[src/hw/rtl/pfsa_pkg.sv]
// Shared types and constants of the page frame stack allocator.
`timescale 1ns / 1ps

package pfsa_pkg;

    localparam int STACK_DEPTH    = 65536;
    localparam int PAGE_BYTES     = 4096;
    localparam int ADDR_BITS      = 48;

    localparam int PAGE_SHIFT     = $clog2(PAGE_BYTES);
    localparam int PFN_BITS       = ADDR_BITS - PAGE_SHIFT;
    localparam int IDX_BITS       = $clog2(STACK_DEPTH);
    localparam int TOP_BITS       = IDX_BITS + 1;
    localparam int COUNT_BITS     = 36;
    localparam int FREE_BITS      = 17;
    localparam int RESV_NUM       = 4;
    localparam int RESV_SEL_BITS  = $clog2(RESV_NUM);
    localparam int CFG_IDX_BITS   = RESV_SEL_BITS + 1;

    typedef enum logic [1:0] {
        OP_ALLOC = 2'd0,
        OP_FREE  = 2'd1,
        OP_ADD   = 2'd2,
        OP_NONE  = 2'd3
    } t_op;

    typedef enum logic [1:0] {
        STAT_OK      = 2'd0,
        STAT_EMPTY   = 2'd1,
        STAT_INVALID = 2'd2,
        STAT_FULL    = 2'd3
    } t_status;

    typedef enum logic [2:0] {
        S_IDLE,
        S_ALLOC,
        S_RSET1,
        S_RSET2,
        S_WALK
    } t_state;

    typedef struct packed {
        t_op                    operation;
        logic [ADDR_BITS-1:0]   address;
        logic [COUNT_BITS-1:0]  page_count;
    } t_req;

    typedef struct packed {
        logic [ADDR_BITS-1:0]   page_address;
        t_status                status;
        logic [FREE_BITS-1:0]   free_count;
    } t_rsp;

    typedef struct packed {
        logic                   hit;
        logic [PFN_BITS-1:0]    start_pfn;
    } t_resv_hit;

endpackage

[src/hw/rtl/pfsa_resv.sv]
// Reserved range registers and the page hit check against them.
`timescale 1ns / 1ps

module pfsa_resv (
    input  logic                                 i_clk,
    input  logic                                 i_rst_n,
    input  logic                                 i_cfg_we,
    input  logic [pfsa_pkg::CFG_IDX_BITS-1:0]    i_cfg_idx,
    input  logic [pfsa_pkg::ADDR_BITS-1:0]       i_cfg_data,
    input  logic [pfsa_pkg::PFN_BITS-1:0]        i_pfn,
    output pfsa_pkg::t_resv_hit                  o_hit
);
    import pfsa_pkg::*;

    logic [PFN_BITS-1:0]      r_rs [RESV_NUM];
    logic [PFN_BITS:0]        r_re [RESV_NUM];
    logic [RESV_SEL_BITS-1:0] cfg_sel;
    logic [PFN_BITS:0]        end_up;

    assign cfg_sel = i_cfg_idx[CFG_IDX_BITS-1:1];
    assign end_up  = {1'b0, i_cfg_data[ADDR_BITS-1:PAGE_SHIFT]}
                   + (PFN_BITS+1)'(|i_cfg_data[PAGE_SHIFT-1:0]);

    always_ff @(posedge i_clk) begin
        if (!i_rst_n) begin
            for (int i = 0; i < RESV_NUM; i++) begin
                r_rs[i] <= '0;
                r_re[i] <= '0;
            end
        end else if (i_cfg_we) begin
            if (i_cfg_idx[0]) begin
                r_re[cfg_sel] <= end_up;
            end else begin
                r_rs[cfg_sel] <= i_cfg_data[ADDR_BITS-1:PAGE_SHIFT];
            end
        end
    end

    // lowest numbered range wins
    always_comb begin
        o_hit = '0;
        for (int i = RESV_NUM - 1; i >= 0; i--) begin
            if (r_rs[i] <= i_pfn && {1'b0, i_pfn} < r_re[i]) begin
                o_hit.hit       = 1'b1;
                o_hit.start_pfn = r_rs[i];
            end
        end
    end

endmodule

[config.mk]
export PLATFORM = sky130hd
export DESIGN_NAME = pfsa_resv
export DESIGN_NICKNAME = d
export VERILOG_FILES = /design/src/hw/rtl/pfsa_pkg.sv /design/src/hw/rtl/pfsa_resv.sv
export SDC_FILE = /design/constraint.sdc
export NUM_CORES = 1
export LEC_CHECK = 0
export BUFFER_PORTS_ARGS = -buffer_cell sky130_fd_sc_hd__buf_4
export CAP_MARGIN = 5
export CORE_ASPECT_RATIO = 0.5
export CORE_MARGIN = 3
export CORE_UTILIZATION = 50
export DETAILED_ROUTE_END_ITERATION = 12
export PLACE_DENSITY = 0.72
export SETUP_SLACK_MARGIN = 0.02
export SYNTH_ARGS = -nofsm -noshare
export SYNTH_HDL_FRONTEND = slang
export SYNTH_SLANG_ARGS = --single-unit
export TNS_END_PERCENT = 30
[constraint.sdc]
create_clock -name i_clk -period 8.4 [get_ports i_clk]
set_input_delay 0 -clock i_clk [delete_from_list [all_inputs] [get_ports i_clk]]
set_output_delay 0 -clock i_clk [all_outputs]
set_load 0.02 [all_outputs]
# [Word level (Yosys, flattened, before mapping)]
# Memory sizes are Yosys's and may differ from the RTL's.
# Index checks and enable logic that the tools add are counted.
[word_totals] mem_count=2 input_bits=90 out_inout_bits=37 ram_bits=292 elab_cells=37 ff_bits=0
[classes] magnitude_cmp=8 reduce_logical=7 n_mux=19 add_sub_neg=1
[mem_list] name="r_re" words=4 width=37 read_ports=4 rd_clocked_by_memory_dff=0 wr=4 line="pfsa_resv.sv:16" source="logic [PFN_BITS:0] r_re [RESV_NUM];"
[mem_list] name="r_rs" words=4 width=36 read_ports=4 rd_clocked_by_memory_dff=0 wr=4 line="pfsa_resv.sv:15" source="logic [PFN_BITS-1:0] r_rs [RESV_NUM];"
[op_table] operator="$mux W37" n=5
[op_table] operator="$lt A36 B37 Y1" n=4
[op_table] operator="$le A36 B36 Y1" n=4
[op_table] operator="$add A36 B1 Y37" n=1
[op_table] operator="$reduce_or A37 Y1" n=1
[op_table] operator="$mux W36" n=1
[op_table] operator="$reduce_or A36 Y1" n=1
[op_table] operator="$reduce_or A12 Y1" n=1
[op_table] operator="$mux W1" n=11
[op_table] operator="$logic_and A1 B1 Y1" n=4
[op_table] operator="$mux W2" n=2

# [Logic depth before layout (Yosys ltp)]
[depth] ltp_word=6 ltp_mapped=13 depth_no_buf=11

# [Worst setup path before layout]
# Ideal clock, no wire load.
[synth_timing] path_kind="input to register" startpoint="input port i_cfg_idx[1] in the netlist's numbering" endpoint="memory r_rs[0][0] in the netlist's numbering (enable)" n_path_buf=1 setup_ns=0.479 arrival_ns=3.062 required_time_ns=7.921 setup_slack_ns=4.859 cell_stages=3 cell_sequence="or2_2 -> clkbuf_1 -> o21ai_0"
[synth_rtl] item="start: declaration" line="pfsa_resv.sv:8" source="input logic [pfsa_pkg::CFG_IDX_BITS-1:0] i_cfg_idx,"
[synth_rtl] item="end: declaration" line="pfsa_resv.sv:15"

==> results.json <==
{
  "status": "finished, final reports clean",
  "die_width_um": 289,
  "post-route-period-util_pct": 54.1,
  "firstDrtPassIters": 5,
  "fin_hold_ws_ps": 54.7,
  "area_delta_synth_final_pct": 14.1,
  "synth_edf_count": 292,
  "numCtsBuffers": 28,
  "critPathBufInv": 4,
  "worstSetupEndpoint": "o_hit[34]",
  "hold_path.class": "in -> reg",
  "dpl.hpwl_mm": 46.2,
  "slowest_delay_ps": 470,
  "grt_pass1_wl_mm": 96.2,
  "min_period_ps": 4540,
  "design.core.area_um2": 39200,
  "nFillCells": 3343,
  "grt_pass1_vias": 16275,
  "gp_congestion": 1.02,
  "synth_ff_type": "edfxtp_1",
  "vias": 16651,
  "p_seq_share_pct": 43.4,
  "die_area_um2": 42500,
  "clockRootBuffer": "clkbuf_16",
  "io_pins": 127,
  "start_util_pct": 51.0,
  "async_flop_share_pct": 0,
  "setup_viol": 0,
  "drt_iter0_markers": 2158,
  "cts_buffer_depth": 3,
  "via_per_inst": 6.09,
  "slew_headroom_pct": 16.2,
  "cp_data_arrival_time_ps": 4540,
  "drive_above_1_share_pct": 10.5,
  "syn-num-nets": 2424,
  "worst_slew_pin_slew_ps": 1250,
  "cp.required_ps": 8400,
  "final_common_cell": "edfxtp_1",
  "cts_tree": "done",
  "combPwrFrac_pct": 24.5,
  "htree_levels": 1,
  "grt_setup_unrepaired": "false",
  "wl_per_cell_um": 23.3,
  "slew_violations": 0,
  "power.leakage_nw": 10.1,
  "powerDensity_nw_per_um2": 177,
  "post_cts_buffers": 0,
  "path_cells": "inv_1, ha_1, a21o_1, a21o_1, a21o_1, a2111oi_0, o21ai_0, a311oi_4, buf_4, and2_1, buf_4, o31ai_1, buf_4",
  "placed_area_um2": 21500,
  "io_buffers": 126,
  "hold_viol_final": 0,
  "grt.overflow.total": 0,
  "ys_ff_latch": 292,
  "postLayoutCellArea_um2": 22800,
  "crit_type": "reg -> out",
  "drv_cap": 0,
  "synth_cell_types": 69,
  "grtUsageTotal_pct": 29.9,
  "core.rowCount": 51,
  "syn_inst": 2048,
  "fmax_mhz": 220,
  "grt_max_degree": 74,
  "critPathMaxFanout": 38,
  "path_delay_family": "compound AO/OA/AOI/OAI gates",
  "synth_area_per_cell_um2": 9.75,
  "drc": 0,
  "cts_sinks": 292,
  "postRouteAntennaNets": 0,
  "die_y_um": 147,
  "synth_area_um2": 20000,
  "drt-total-wl_mm": 63.6,
  "tns_ps": 0,
  "yosysWarnings": 0,
  "end_kind": "output pin",
  "yosysSeqAreaShare_pct": 43.9,
  "nets": 2555,
  "antenna_found_initial": 7,
  "p_int_mw": 2.79,
  "clkSlewWorstSetupHoldPaths_ps": 70,
  "cp.depth": 13,
  "crit_slowest_cell": "buf_4",
  "ir_drop_mv": 0.150,
  "p_sw_mw": 1.25,
  "p_total_mw": 4.04,
  "crit_start": "r_re[0][6]$_SDFFCE_PN0P_",
  "startpoint_type": "flop",
  "final_cell_mix": "edfxtp_1, inv_1, ha_1",
  "pwr-share-clk_pct": 32.1,
  "power.share.switching_pct": 30.9
}
per-stage QoR:
step                      instances  setup slack (ps)  util [%]
after global placement         2643              4430      54.9
after detailed placement       2643              4480      54.9
after floorplan                2048              4860         -
after global routing           2733              3550      58.2
after CTS                      2729              3870      58.1
final                          2733              3860      58.2
Yosys cell counts, types with 12 or more instances:
library cell    n  area (um^2)
a211oi_1       48          360
a21o_1         44          330
a21oi_1        93          465
a221oi_1       35          307
buf_2          16         80.1
clkbuf_1       62          233
edfxtp_1      292         8770
ha_1          286         3580
inv_1         289         1080
nand2_1       154          578
nand2b_1       13         81.3
nand3_1        74          370
nand4_1        57          357
nor2_1        264          991
nor3b_1        35          263
nor4_1         45          282
o21ai_0        40          200
o31ai_1        37          278
xnor2_1        21          184
xor2_1         12          105
metal layers:
layer	vias up	wire length, um	GRT usage, %
met1	8014	26900	42.0
li1	7634	-	-
met3	136	7580	8.05
met5	-	25	0
met2	863	27200	45.8
met4	4	1880	8.20
timing repair:
action | in CTS | in global routing
gates resized for setup | 0 | 0
hold endpoints to repair | 178 | 0
hold buffers | 36 | 0
sequential cells by signal, indices dropped and copies added, names as in the netlist:
signal / cells
r_rs: 144
r_re: 148
kinds of logic after synthesis:
kind of cell    after synthesis  synth area share (%)
buf+inv                     377                  7.41
xor+xnor                     33                  1.45
mux                           1                0.0564
fa+ha+maj                   286                  17.9
compound gates              353                  12.3
flops                       292                  43.9
simple gates                706                  16.9
final cells by class:
type,count,area (um^2),area share (%)
diodes,4,10.0,0.0439
clock buffers,33,741,3.25
clock inverters,17,160,0.703
inverters,289,1080,4.76
multi-input cells,1379,9850,43.2
flip-flops and latches,292,8770,38.5
well taps,530,663,2.91
repair buffers,189,1510,6.62
worst min-delay path by stage:
stage | cells after the start | slack (ps) | from | end
after floorplan | 2 | 220 | i_cfg_data[47] | r_rs[3][35]$_DFFE_PP_
after global placement | 3 | 370 | i_cfg_data[12] | r_rs[3][0]$_DFFE_PP_
after detailed placement | 3 | 390 | i_cfg_data[16] | r_rs[3][4]$_DFFE_PP_
after CTS | 4 | 40 | i_cfg_we | r_re[3][0]$_DFFE_PP_
after global routing | 4 | 70 | i_cfg_we | r_re[3][0]$_DFFE_PP_
final | 4 | 50 | i_cfg_we | r_re[3][0]$_DFFE_PP_
power groups by stage:
stage               logic [mW]  registers [mW]  clock network, mW
global placement         0.937            1.78                  0
floorplan                0.602            1.77                  0
CTS                      0.974            1.75               1.30
detailed placement       0.954            1.78                  0
global route              1.08            1.76               1.35
finish                   0.990            1.75               1.29
Power figures use the tool's default switching activity.
